<file path="src/hw/rtl/ptfl_pkg.sv">
// Package for the paged translation unit: request and result types, codes, constants.
// No dependencies.
package ptfl_pkg;

  localparam int MAX_FRAMES_DEF = 8;
  localparam int MAX_PROCESSES_DEF = 8;
  localparam int PAGES_PER_PROCESS_DEF = 64;

  localparam logic [1:0] CFG_MODE = 2'd0;
  localparam logic [1:0] CFG_PSIZE = 2'd1;
  localparam logic [1:0] CFG_FRAMES = 2'd2;
  localparam logic [1:0] CFG_PROCS = 2'd3;

  localparam logic [1:0] ST_OK = 2'd0;
  localparam logic [1:0] ST_BAD_SLOT = 2'd1;
  localparam logic [1:0] ST_BAD_PAGE = 2'd2;

  localparam logic OP_TRANSLATE = 1'b0;
  localparam logic OP_REINIT = 1'b1;

  typedef struct packed {
    logic        operation;
    logic [2:0]  process_slot;
    logic [15:0] virtual_address;
  } in_req_t;

  typedef struct packed {
    logic [14:0] physical_address;
    logic        page_fault;
    logic [2:0]  frame_number;
    logic [1:0]  status;
    logic [31:0] accesses_so_far;
    logic [31:0] faults_so_far;
  } out_res_t;

  typedef enum logic [3:0] {
    S_IDLE, S_CLEAR, S_CHECK, S_LOOKUP, S_SCAN, S_EVICT_RD, S_EVICT_WR, S_LOAD, S_HIT, S_DONE
  } state_t;

  // commands from controller to datapath
  typedef struct packed {
    logic capture;
    logic clear_step;
    logic clear_start;
    logic lookup;
    logic scan_start;
    logic scan_step;
    logic evict_rd;
    logic evict_wr;
    logic load;
    logic hit;
    logic finish;
    logic err;
  } ctrl_t;

  // status from datapath to controller
  typedef struct packed {
    logic reinit;
    logic bad;
    logic present;
    logic scan_done;
    logic clear_done;
    logic victim_occ;
  } stat_t;

endpackage

</file>
<file path="src/hw/rtl/ptfl_ctrl.sv">
// Controller state machine for the paged translation unit.
// Depends on ptfl_pkg.
module ptfl_ctrl (
  input  logic             clk,
  input  logic             rst_n,
  input  logic             start,
  output logic             busy,
  input  ptfl_pkg::stat_t  stat,
  output ptfl_pkg::ctrl_t  ctrl
);

  ptfl_pkg::state_t state_r, state_nxt;

  // hold state
  always_ff @(posedge clk) begin
    if (!rst_n) state_r <= ptfl_pkg::S_CLEAR;
    else state_r <= state_nxt;
  end

  // next state
  always_comb begin
    state_nxt = state_r;
    case (state_r)
      ptfl_pkg::S_IDLE: if (start) state_nxt = ptfl_pkg::S_CHECK;
      ptfl_pkg::S_CLEAR: if (stat.clear_done) state_nxt = ptfl_pkg::S_IDLE;
      ptfl_pkg::S_CHECK: begin
        if (stat.reinit) state_nxt = ptfl_pkg::S_CLEAR;
        else if (stat.bad) state_nxt = ptfl_pkg::S_DONE;
        else state_nxt = ptfl_pkg::S_LOOKUP;
      end
      ptfl_pkg::S_LOOKUP: state_nxt = stat.present ? ptfl_pkg::S_HIT : ptfl_pkg::S_SCAN;
      ptfl_pkg::S_SCAN: if (stat.scan_done)
        state_nxt = stat.victim_occ ? ptfl_pkg::S_EVICT_RD : ptfl_pkg::S_LOAD;
      ptfl_pkg::S_EVICT_RD: state_nxt = ptfl_pkg::S_EVICT_WR;
      ptfl_pkg::S_EVICT_WR: state_nxt = ptfl_pkg::S_LOAD;
      ptfl_pkg::S_LOAD: state_nxt = ptfl_pkg::S_DONE;
      ptfl_pkg::S_HIT: state_nxt = ptfl_pkg::S_DONE;
      ptfl_pkg::S_DONE: state_nxt = ptfl_pkg::S_IDLE;
      default: state_nxt = ptfl_pkg::S_IDLE;
    endcase
  end

  // outputs
  always_comb begin
    ctrl = '0;
    busy = (state_r != ptfl_pkg::S_IDLE);
    case (state_r)
      ptfl_pkg::S_IDLE: begin
        ctrl.capture = start;
      end
      ptfl_pkg::S_CLEAR: ctrl.clear_step = 1'b1;
      ptfl_pkg::S_CHECK: begin
        ctrl.clear_start = stat.reinit;
        ctrl.err = !stat.reinit && stat.bad;
        ctrl.lookup = !stat.reinit && !stat.bad;
      end
      ptfl_pkg::S_LOOKUP: ctrl.scan_start = 1'b1;
      ptfl_pkg::S_SCAN: ctrl.scan_step = 1'b1;
      ptfl_pkg::S_EVICT_RD: ctrl.evict_rd = 1'b1;
      ptfl_pkg::S_EVICT_WR: ctrl.evict_wr = 1'b1;
      ptfl_pkg::S_LOAD: ctrl.load = 1'b1;
      ptfl_pkg::S_HIT: ctrl.hit = 1'b1;
      ptfl_pkg::S_DONE: ctrl.finish = 1'b1;
      default: ;
    endcase
  end

endmodule

</file>
<file path="src/hw/rtl/ptfl_dp.sv">
// Datapath for the paged translation unit: page table memory, frame table,
// victim scan, counters and result register. Depends on ptfl_pkg.
module ptfl_dp #(
  parameter int MAX_FRAMES = ptfl_pkg::MAX_FRAMES_DEF,
  parameter int MAX_PROCESSES = ptfl_pkg::MAX_PROCESSES_DEF,
  parameter int PAGES_PER_PROCESS = ptfl_pkg::PAGES_PER_PROCESS_DEF
) (
  input  logic               clk,
  input  logic               rst_n,
  input  ptfl_pkg::in_req_t  in_req,
  input  logic               cfg_we,
  input  logic [1:0]         cfg_index,
  input  logic [3:0]         cfg_data,
  input  ptfl_pkg::ctrl_t    ctrl,
  output ptfl_pkg::stat_t    stat,
  output logic               out_strobe,
  output ptfl_pkg::out_res_t out_res
);

  localparam int FW = (MAX_FRAMES > 1) ? $clog2(MAX_FRAMES) : 1;
  localparam int SW = (MAX_PROCESSES > 1) ? $clog2(MAX_PROCESSES) : 1;
  localparam int PW = (PAGES_PER_PROCESS > 1) ? $clog2(PAGES_PER_PROCESS) : 1;
  localparam int DEPTH = MAX_PROCESSES * PAGES_PER_PROCESS;
  localparam int AW = (DEPTH > 1) ? $clog2(DEPTH) : 1;
  localparam int CW = $clog2(MAX_FRAMES + 1);

  // config registers
  logic       mode_r;
  logic [3:0] psize_r, nfr_r, npr_r;
  always_ff @(posedge clk) begin
    if (!rst_n) begin
      mode_r <= 1'b0; psize_r <= 4'd8; nfr_r <= 4'd8; npr_r <= 4'd8;
    end else if (cfg_we) begin
      case (cfg_index)
        ptfl_pkg::CFG_MODE:   mode_r <= cfg_data[0];
        ptfl_pkg::CFG_PSIZE:  psize_r <= cfg_data;
        ptfl_pkg::CFG_FRAMES: nfr_r <= cfg_data;
        ptfl_pkg::CFG_PROCS:  npr_r <= cfg_data;
        default: ;
      endcase
    end
  end

  // clamped settings
  logic [3:0] shift;
  logic [6:0] nfr, npr;
  always_comb begin
    shift = (psize_r < 4'd4) ? 4'd4 : ((psize_r > 4'd12) ? 4'd12 : psize_r);
    nfr = (nfr_r == 4'd0) ? 7'd1 : {3'd0, nfr_r};
    if (nfr > 7'(MAX_FRAMES)) nfr = 7'(MAX_FRAMES);
    npr = (npr_r == 4'd0) ? 7'd1 : {3'd0, npr_r};
    if (npr > 7'(MAX_PROCESSES)) npr = 7'(MAX_PROCESSES);
  end

  // captured request
  ptfl_pkg::in_req_t req_r;
  always_ff @(posedge clk) if (ctrl.capture) req_r <= in_req;

  logic [15:0] page_w, offset;
  assign page_w = req_r.virtual_address >> shift;
  assign offset = req_r.virtual_address & ((16'd1 << shift) - 16'd1);
  logic [PW-1:0] page;
  assign page = PW'(page_w);
  logic bad_slot, bad_page;
  assign bad_slot = {4'd0, req_r.process_slot} >= npr;
  assign bad_page = {16'd0, page_w} >= 32'(PAGES_PER_PROCESS);
  logic [AW-1:0] idx;
  assign idx = AW'(32'(req_r.process_slot) * PAGES_PER_PROCESS + 32'(page));

  // page table memory: present bit and frame, zeroed by the clear sweep
  // after reset and after each reinitialise
  logic [FW:0] pt_mem [DEPTH];
  logic [FW:0] pt_rd_r;
  logic [AW-1:0] clr_addr_r;
  logic clr_busy_r;
  logic [AW-1:0] oidx_r;
  logic pt_we;
  logic [AW-1:0] pt_wa, pt_ra;
  logic [FW:0] pt_wd;

  // frame table
  logic          occ_r [MAX_FRAMES];
  logic [SW-1:0] oslot_r [MAX_FRAMES];
  logic [PW-1:0] opage_r [MAX_FRAMES];
  logic [31:0]   lt_r [MAX_FRAMES];
  logic [31:0]   ut_r [MAX_FRAMES];
  logic [31:0]   time_r, acc_r, flt_r;

  // scan
  logic [CW-1:0] scan_r;
  logic [FW-1:0] vic_r;
  logic [31:0]   best_r;
  logic          found_r, free_r;
  logic [FW-1:0] sf;
  assign sf = FW'(scan_r);
  logic [31:0] tsel;
  assign tsel = mode_r ? ut_r[sf] : lt_r[sf];

  always_comb begin
    pt_we = 1'b0; pt_wa = idx; pt_wd = {1'b1, vic_r}; pt_ra = idx;
    if (clr_busy_r) begin
      pt_we = 1'b1; pt_wa = clr_addr_r; pt_wd = '0;
    end else if (ctrl.evict_wr) begin
      pt_wa = oidx_r;
      pt_wd = '0;
      pt_we = pt_rd_r[FW] && (pt_rd_r[FW-1:0] == vic_r);
    end else if (ctrl.load) begin
      pt_we = 1'b1;
    end
    if (ctrl.evict_rd) pt_ra = oidx_r;
  end

  // page table memory port
  always_ff @(posedge clk) begin
    if (pt_we) pt_mem[pt_wa] <= pt_wd;
    pt_rd_r <= pt_mem[pt_ra];
  end

  // clear sweep over the page table
  always_ff @(posedge clk) begin
    if (!rst_n) begin
      clr_busy_r <= 1'b1; clr_addr_r <= '0;
    end else if (ctrl.clear_start) begin
      clr_busy_r <= 1'b1; clr_addr_r <= '0;
    end else if (clr_busy_r && ctrl.clear_step) begin
      if (32'(clr_addr_r) == DEPTH - 1) clr_busy_r <= 1'b0;
      else clr_addr_r <= clr_addr_r + AW'(1);
    end
  end

  logic [FW-1:0] fr;
  assign fr = ctrl.load ? vic_r : pt_rd_r[FW-1:0];

  // frame table, counters and scan
  always_ff @(posedge clk) begin
    if (!rst_n || ctrl.clear_start) begin
      for (int i = 0; i < MAX_FRAMES; i++) begin
        occ_r[i] <= 1'b0; oslot_r[i] <= '0; opage_r[i] <= '0; lt_r[i] <= '0; ut_r[i] <= '0;
      end
      time_r <= 32'd1; acc_r <= '0; flt_r <= '0;
    end else begin
      if (ctrl.lookup) acc_r <= (acc_r == '1) ? acc_r : acc_r + 32'd1;
      if (ctrl.load) begin
        flt_r <= (flt_r == '1) ? flt_r : flt_r + 32'd1;
        occ_r[vic_r] <= 1'b1;
        oslot_r[vic_r] <= SW'(req_r.process_slot);
        opage_r[vic_r] <= page;
        lt_r[vic_r] <= time_r;
      end
      if (ctrl.load || ctrl.hit) begin
        ut_r[fr] <= time_r;
        time_r <= (time_r == '1) ? time_r : time_r + 32'd1;
      end
    end
  end

  always_ff @(posedge clk) begin
    if (ctrl.scan_start) begin
      scan_r <= '0; found_r <= 1'b0; free_r <= 1'b0; vic_r <= '0;
    end else if (ctrl.scan_step && !stat.scan_done) begin
      if (!occ_r[sf]) begin
        vic_r <= sf; free_r <= 1'b1;
      end else if (!found_r || tsel < best_r) begin
        vic_r <= sf; best_r <= tsel; found_r <= 1'b1;
      end
      scan_r <= scan_r + CW'(1);
    end
    if (ctrl.scan_step && stat.scan_done)
      oidx_r <= AW'(32'(oslot_r[vic_r]) * PAGES_PER_PROCESS + 32'(opage_r[vic_r]));
  end

  assign stat.reinit = (req_r.operation == ptfl_pkg::OP_REINIT);
  assign stat.bad = bad_slot || bad_page;
  assign stat.present = pt_rd_r[FW];
  assign stat.scan_done = free_r || (7'(scan_r) >= nfr);
  assign stat.clear_done = !clr_busy_r;
  assign stat.victim_occ = occ_r[vic_r];

  // result register
  always_ff @(posedge clk) begin
    if (!rst_n) out_strobe <= 1'b0;
    else out_strobe <= ctrl.finish || ctrl.clear_start;
    if (ctrl.clear_start) begin
      out_res <= '0;
    end else if (ctrl.err) begin
      out_res.physical_address <= '0; out_res.page_fault <= 1'b0;
      out_res.frame_number <= '0;
      out_res.status <= bad_slot ? ptfl_pkg::ST_BAD_SLOT : ptfl_pkg::ST_BAD_PAGE;
    end else if (ctrl.load || ctrl.hit) begin
      out_res.physical_address <= 15'((32'(fr) << shift) | 32'(offset));
      out_res.page_fault <= ctrl.load;
      out_res.frame_number <= 3'(fr);
      out_res.status <= ptfl_pkg::ST_OK;
    end
    if (ctrl.finish) begin
      out_res.accesses_so_far <= acc_r;
      out_res.faults_so_far <= flt_r;
    end
  end

`ifndef SYNTHESIS
  a_load_has_scan: assert property (@(posedge clk) disable iff (!rst_n)
    ctrl.load |-> (free_r || found_r)) else $error("load without victim");
  a_no_sweep_busy: assert property (@(posedge clk) disable iff (!rst_n)
    clr_busy_r |-> !(ctrl.load || ctrl.hit)) else $error("access during clear");
  a_strobe_one: assert property (@(posedge clk) disable iff (!rst_n)
    out_strobe |=> !out_strobe) else $error("strobe held");
`endif

endmodule

</file>
<file path="src/hw/rtl/paged_translation_fifo_lru_unit.sv">
// Top level of the paged translation unit with FIFO/LRU frame replacement.
// Depends on ptfl_pkg, ptfl_ctrl and ptfl_dp.
//
// A request is taken when start is high and busy low; one result follows,
// on out_strobe for a single cycle, and cannot be held off. A hit passes
// check, lookup, hit, done; a fault check, lookup, scan, evict read/write if
// the victim is occupied, load, done; an error check, done. The frame scan
// walks one frame per cycle. After reset and after each reinitialize request
// a sweep clears the page table one entry per cycle while busy is high.
module paged_translation_fifo_lru_unit #(
  parameter int MAX_FRAMES = ptfl_pkg::MAX_FRAMES_DEF,
  parameter int MAX_PROCESSES = ptfl_pkg::MAX_PROCESSES_DEF,
  parameter int PAGES_PER_PROCESS = ptfl_pkg::PAGES_PER_PROCESS_DEF
) (
  input  logic               clk,
  input  logic               rst_n,
  input  logic               start,
  output logic               busy,
  input  ptfl_pkg::in_req_t  in_req,
  output logic               out_strobe,
  output ptfl_pkg::out_res_t out_res,
  input  logic               cfg_we,
  input  logic [1:0]         cfg_index,
  input  logic [3:0]         cfg_data
);

  ptfl_pkg::ctrl_t ctrl;
  ptfl_pkg::stat_t stat;

  ptfl_ctrl u_ctrl (.clk, .rst_n, .start, .busy, .stat, .ctrl);

  ptfl_dp #(
    .MAX_FRAMES(MAX_FRAMES), .MAX_PROCESSES(MAX_PROCESSES),
    .PAGES_PER_PROCESS(PAGES_PER_PROCESS)
  ) u_dp (.clk, .rst_n, .in_req, .cfg_we, .cfg_index, .cfg_data, .ctrl, .stat,
          .out_strobe, .out_res);

endmodule
</file>
<file path="config.mk">
export PLATFORM = sky130hd
export DESIGN_NAME = paged_translation_fifo_lru_unit
export DESIGN_NICKNAME = d
export VERILOG_FILES = /design/src/hw/rtl/ptfl_pkg.sv /design/src/hw/rtl/ptfl_ctrl.sv /design/src/hw/rtl/ptfl_dp.sv /design/src/hw/rtl/paged_translation_fifo_lru_unit.sv
export SDC_FILE = /design/constraint.sdc
export NUM_CORES = 2
export LEC_CHECK = 0
export ABC_AREA = 0
export ABC_CLOCK_PERIOD_IN_PS = 57200
export BUFFER_PORTS_ARGS = -buffer_cell sky130_fd_sc_hd__buf_4
export CORE_MARGIN = 4
export CORE_UTILIZATION = 55
export CTS_CLUSTER_SIZE = 40
export DETAILED_ROUTE_END_ITERATION = 12
export PLACE_DENSITY = 0.81
export SLEW_MARGIN = 10
export SYNTH_ARGS = -nofsm -noshare
export SYNTH_HDL_FRONTEND = slang
export SYNTH_SLANG_ARGS = --single-unit
</file>
<file path="constraint.sdc">
create_clock -name clk -period 57.2 [get_ports clk]
set_input_delay 14.3 -clock clk [delete_from_list [all_inputs] [get_ports clk]]
set_output_delay 14.3 -clock clk [all_outputs]
set_load 0.03 [all_outputs]
</file>
After elaboration in Yosys (flattened, before gate mapping)
Memories as Yosys holds them, arrays and structs flattened. A register that Yosys moved wholly into a read port is not among the register bits.
Index checks and enable logic that the tools add are counted.
{"block": "word_totals", "out_inout_bits": 87, "ramBits": 2640, "n_memories": 6, "ff_bits": 279}
{"block": "op_classes", "addsub": 8, "eq_ne": 21, "bitwise_logic": 9, "order_cmp": 8, "shift": 3, "n_mux": 78, "reduce_logical": 46}
{"memory": "u_dp.pt_mem", "words": 512, "word_bits": 4, "read_ports": 1, "rd_clocked_by_memory_dff": 1, "write_ports": 1, "line": "ptfl_dp.sv:72", "source": "logic [FW:0] pt_mem [DEPTH];"}
{"memory": "u_dp.lt_r", "words": 8, "word_bits": 32, "read_ports": 1, "rd_clocked_by_memory_dff": 1, "write_ports": 8, "line": "ptfl_dp.sv:85", "source": "logic [31:0] lt_r [MAX_FRAMES];"}
{"memory": "u_dp.ut_r", "words": 8, "word_bits": 32, "read_ports": 1, "rd_clocked_by_memory_dff": 1, "write_ports": 8, "line": "ptfl_dp.sv:86", "source": "logic [31:0] ut_r [MAX_FRAMES];"}
{"memory": "u_dp.opage_r", "words": 8, "word_bits": 6, "read_ports": 1, "rd_clocked_by_memory_dff": 1, "write_ports": 8, "line": "ptfl_dp.sv:84", "source": "logic [PW-1:0] opage_r [MAX_FRAMES];"}
{"memory": "u_dp.oslot_r", "words": 8, "word_bits": 3, "read_ports": 1, "rd_clocked_by_memory_dff": 1, "write_ports": 8, "line": "ptfl_dp.sv:83", "source": "logic [SW-1:0] oslot_r [MAX_FRAMES];"}
{"memory": "u_dp.occ_r", "words": 8, "word_bits": 1, "read_ports": 2, "rd_clocked_by_memory_dff": 2, "write_ports": 8, "line": "ptfl_dp.sv:82", "source": "logic occ_r [MAX_FRAMES];"}
{"operator": "$mux 64", "count": 2}
{"operator": "$add 32x1->32 const B", "count": 3}
{"operator": "$eq 32x32->1 const B", "count": 3}
{"operator": "$mux 32", "count": 3}
{"operator": "$reduce_or 32->1", "count": 2}
{"operator": "$mux 3", "count": 21}
{"operator": "$mux 4", "count": 12}
{"operator": "$lt 32x32->1", "count": 1}
{"operator": "$pmux 4 s8", "count": 1}
{"operator": "$mux 1", "count": 28}
{"operator": "$mux 9", "count": 3}
{"operator": "$reduce_and 2->1", "count": 11}
{"operator": "$add 9x6->9", "count": 2}
{"operator": "$eq 4x3->1 const B", "count": 4}
{"operator": "$ge 16x7->1 const B", "count": 1}
{"operator": "$shr 16x4->16", "count": 1}
{"operator": "$and 15x15->15", "count": 1}
{"operator": "$or 15x15->15", "count": 1}
{"operator": "$shl 1x4->15 const A", "count": 1}
{"operator": "$shl 3x4->15", "count": 1}
{"operator": "$sub 15x1->15 const B", "count": 1}
{"operator": "$gt 7x4->1 const B", "count": 2}
{"operator": "$mux 7", "count": 2}
{"operator": "$logic_not 4->1", "count": 3}
{"operator": "other kinds (30)", "count": 63}

Logic depth before layout (Yosys ltp)
{"block": "depth", "word_depth": 14, "ltp_mapped": 18, "ltp_nobuf": 14}

Hierarchy
From an unflattened synthesis, not the netlist that was laid out.
{"block": "unflattened", "cells_unflattened": 8885, "area_unflattened_um2": 121499.0}
{"mod": "ptfl_dp", "seq_area_each_um2": 86152.6, "n_inst": 1, "cells_each": 8831, "area_each_um2": 121104.9}
{"mod": "ptfl_ctrl", "seq_area_each_um2": 80.1, "n_inst": 1, "cells_each": 54, "area_each_um2": 394.1}

Worst setup path before layout
OpenSTA, ideal clock, no wires.
{"block": "synth_path", "path_kind": "register to register", "startpoint": "reg u_ctrl.state_r[2]", "endpoint": "mem u_dp.pt_mem[0][1] in the netlist's numbering (data pin)", "period_less_slack_ns": 24.885, "path_slack_ns": 32.315, "arrival_ns": 23.355, "path_stages_with_launch": 4, "required_time_ns": 55.670, "path_buffers": 1, "cell_sequence": "dfxtp_1 > clkbuf_1 > a31oi_1 > and2_1"}
{"block": "synth_between", "elab_chain_len": 4}
{"element": "start, declared", "line": "ptfl_ctrl.sv:12", "source": "ptfl_pkg::state_t state_r, state_nxt;"}
{"element": "start signal, assigned", "line": "ptfl_ctrl.sv:16", "source": "if (!rst_n) state_r <= ptfl_pkg::S_CLEAR;"}
{"element": "start signal, assigned", "line": "ptfl_ctrl.sv:17", "source": "else state_r <= state_nxt;"}
{"element": "$eq 4x3->1", "line": "ptfl_ctrl.sv:47", "source": "case (state_r)"}
{"element": "$mux 1", "line": "ptfl_ctrl.sv:47"}
{"element": "$mux 4", "line": "ptfl_dp.sv:103", "source": "end else if (ctrl.evict_wr) begin"}
{"element": "$mux 4", "line": "ptfl_dp.sv:101", "source": "if (clr_busy_r) begin"}
{"element": "named net u_dp.pt_wd[1]", "line": "ptfl_dp.sv:79", "source": "logic [FW:0] pt_wd;"}
{"element": "end, declared", "line": "ptfl_dp.sv:72"}
The timed path passes the listed nets, and every way through them passes these cells.

==> results.txt <==
The run finished, with violations left. The final reports fail on capacitance limit, slew limit. The longest clock path from root to sink contains 4 buffers. In this run the post-CTS setup repair buffer count came out at 0.

The setup TNS came out at 0 ps. The via count of the first global-routing pass came out at just over 80000. The netlist area before placement came out at 123000 sq um. The multi-input gate area in the final layout came out at 33800 sq um. For this block, the routed nets add up to 358000 microns of wire.

The worst-case headroom to the max-slew limit came out at -0.0409. Setup repair after global routing left no endpoint under its margin. The die span in y came out at ~480 microns. The Yosys step of the flow raised 0 warnings.

The class of the worst hold path is register to register. The critical path data arrival time is roughly 17000 ps. In the routed layout, each cell is associated on average with a via count of ~6.7. The CTS tree is yes.

The detailed-route wire length per cell came out at ~29 microns. Buffers inserted during clock tree synthesis total about 290. In this run, post-CTS hold repair placed 0 buffers. The fraction of final layout cells with drive strength greater than 1 came out at 0.103. Once the clock tree was built, the resizer swapped 0 gates to a different size. The final non-filler cell area is roughly 140000 sq um.

The worst setup path is of the input pin to register kind. The first-pass iteration count of the detailed router came out at 9. For this design the top-level I/O count stands at around 120. The leakage power total came out at 0.0454 uW. The tree is rooted in a clkbuf_16.

The net switching power came out at 1030 uW. The combinational group share of total power came out at 0.072. The netlist uses a little under 100 different library cells. The average cell area after synthesis came out at approximately 13 sq um. The number of synthesized register bits is a little under 3000. IR analysis of the VDD net gives a maximum drop of around 0.034 mV.

The remaining global-route overflow came out at 0. Walking the worst path, the cells encountered are buf_4 > nand2_4 > nor3_2 > buf_4 > nand3_1 > nand2_2. The master of the slowest instance on the critical path is nand2_2. The level count of the clock H-tree is 5. The HPWL reported at the end of detailed placement is about 210000 microns. Sorting the synthesized cells by how often they occur yields edfxtp_1 (2757), nand2_1 (1783), nor2_1 (821). The overall track demand over capacity in global routing is 0.303. In the final design database the tool counted approximately 9400 nets.

The worst endpoint required time came out at just under 60000 ps. The placer congestion estimate is approximately 0.93. The maximum single-stage delay on the critical path is roughly 950 ps. The worst clock skew is 98.3 ps. The number of standard-cell rows in the floorplan came out at 173. The worst setup path is launched from an input pin.

The largest net degree at the start of global routing is between 200 and 250. The x dimension of the die came out at around 480 microns. The number of nets with antenna violations after routing is 0. For this run, the leading register cell type out of synthesis is edfxtp_1. The initial detailed-routing violation count came out at roughly 16000. The number of flops mapped to enable cells by yosys is 2757.

The kind of end point of the critical path is a register. The fraction of power consumed by sequential logic came out at 0.521. The largest area contributor in the synthesized netlist is edfxtp_1.

The number of antenna violations at the first check in global routing is 25. In this design, the critical path's most frequently occurring cell is buf_4. Of the total power, the share spent switching nets is 0.230. The cell class contributing the biggest share of worst-path delay is simple AND/OR/NAND/NOR gates. The final-layout fill cell count came out at around 15000. The total die area is about 230000 sq um. The total area inside the core boundary comes to between 200000 and 250000 sq um. The total power per unit cell area is 33.2 nW/um^2. The final critical-path required period came out at ~17000 ps.

The sequential share of the synthesized area is 0.702. The number of I/O port buffers is 116. The clock insertion delay at the later pin of the skew report is 950 ps. The total cell area at the placement stage came out at 126000 sq um. The internal power contribution is 3460 uW. The wire length of the first global-routing pass is ~520000 microns. The number of buffer and inverter instances along the worst setup path is 2.

The share of synthesized area in the top cell type comes to 0.674. The final-report hold violation count is 0. The clock slew at the register clock pins of the worst setup and hold paths came out at roughly 60 ps. Static timing analysis puts the maximum clock frequency at a little under 60 MHz.

The number of slew-limit violations in the final report is 2. In the finished design, the share of the clock period the worst path needs comes to 0.295. The worst hold slack after final layout is 463 ps.

The fraction of synthesis flops using an asynchronous set or reset pin came out at 0. The top fanout value on the critical path came out at 95. The layout overhead on the synthesized area came out at 10.1%. The synthesized instance count came out at about 9500.

edfxtp_1 is the most common cell in the netlist. Across the whole layout, storage elements account for between 80000 and 90000 sq um. The starting utilization of the core area came out at 0.553.

The overall via count from detail_route is around 84000. The number of maximum-capacitance violations came out at 1. Counting every sink on the clock net gives approximately 3000. The total DRC errors in the routed layout came out at 0. At the pin with the least slew margin, the transition time is 1540 ps.

The share of total power dissipated in the clock network is 0.407. By area the synthesized netlist is led by edfxtp_1 (67%), nand2_1 (5.4%), mux4_2 (3.3%). The number of setup violations in the final report came out at 0.
## state kept, by name, indices dropped and copies added, names as in the netlist, 8 cells and up, named ones only
register,count
u_dp.oidx_r,9
u_dp.occ_r,8
u_dp.lt_r,256
u_dp.acc_r,32
u_dp.opage_r,48
u_dp.out_res,85
u_dp.req_r,19
u_dp.time_r,32
u_dp.ut_r,256
u_dp.clr_addr_r,9
u_dp.oslot_r,24
u_dp.best_r,32
u_dp.flt_r,32
u_dp.pt_mem,2048
## worst paths after layout
kind / end / slack [ps] / cells past startpoint / startpoint
setup / recovery: u_dp.lt_r[6][1] / 40300 / 6 / rst_n
hold / removal: u_dp.out_res[70] / 460 / 2 / u_dp.out_res[70]
setup reg to reg: u_dp.pt_rd_r[1] / 49170 / 15 / u_dp.psize_r[1]
hold reg to reg: u_dp.out_res[70] / 460 / 2 / u_dp.out_res[70]
## tightest hold or removal path, delay by kind of cell (launching register included)
family	cells	cell delay [ps]
compound gates	1	50
simple gates	1	50
flops	1	310
## layer usage
layer  up-vias  wire length (microns)  track usage
met1     40600                 118000        0.396
li1      34600                      -            -
met3      1447                  59200        0.108
met5         -                    223            0
met4        32                  23100        0.168
met2      7362                 157000        0.446
## cell type report
cell class | count | area share
diodes | 16 | 0.000296
clock buffers | 368 | 0.0578
clock inverters | 130 | 0.00759
inverters | 58 | 0.00161
multi-input cells | 5763 | 0.250
flip-flops and latches | 2929 | 0.638
well taps | 2975 | 0.0275
repair buffers | 294 | 0.0175
## logic make-up (layout without fill, tap and decap cells)
kind of cell | Yosys count | after routing | synth area share
AND/OR/NAND/NOR | 4347 | 4347 | 0.162
flip-flops | 2929 | 2929 | 0.702
AO/OA/AOI/OAI | 924 | 924 | 0.0508
buffers and inverters | 771 | 850 | 0.0269
multiplexers | 358 | 358 | 0.0479
XOR/XNOR | 86 | 86 | 0.00619
adder cells (fa/ha/maj) | 46 | 46 | 0.00466
other | 1 | 18 | 0.0000305
## cell usage in the layout (no fill, tap or decap), types with 182 or more instances in the layout
cell	synthesis	final
mux4_2	182	182
clkbuf_16	0	301
edfxtp_1	2757	2757
and2_1	327	323
a21oi_1	208	203
nand2_1	1783	1758
buf_4	17	281
and3_1	418	417
nor2_1	821	810
nand3_1	680	680
## power groups by stage
stage                     logic [uW]  registers [uW]  clock network (uW)
after detailed placement         306            2380                   0
after global placement           298            2380                   0
after floorplan                  192            2380                   0
final                            323            2340                1830
after CTS                        309            2340                1820
after global routing             334            2340                1920
## stage by stage
stage                     setup slack [ps]   util  cells  power (uW)
after global placement               39590  0.568  12000        2680
after global routing                 40110  0.608  12500        4590
after floorplan                      32310      -   9463        2570
after CTS                            40390  0.608  12500        4470
after detailed placement             39450  0.568  12000        2690
final                                40300  0.608  12500        4490
Note: power is estimated with default switching activity, not from simulation.
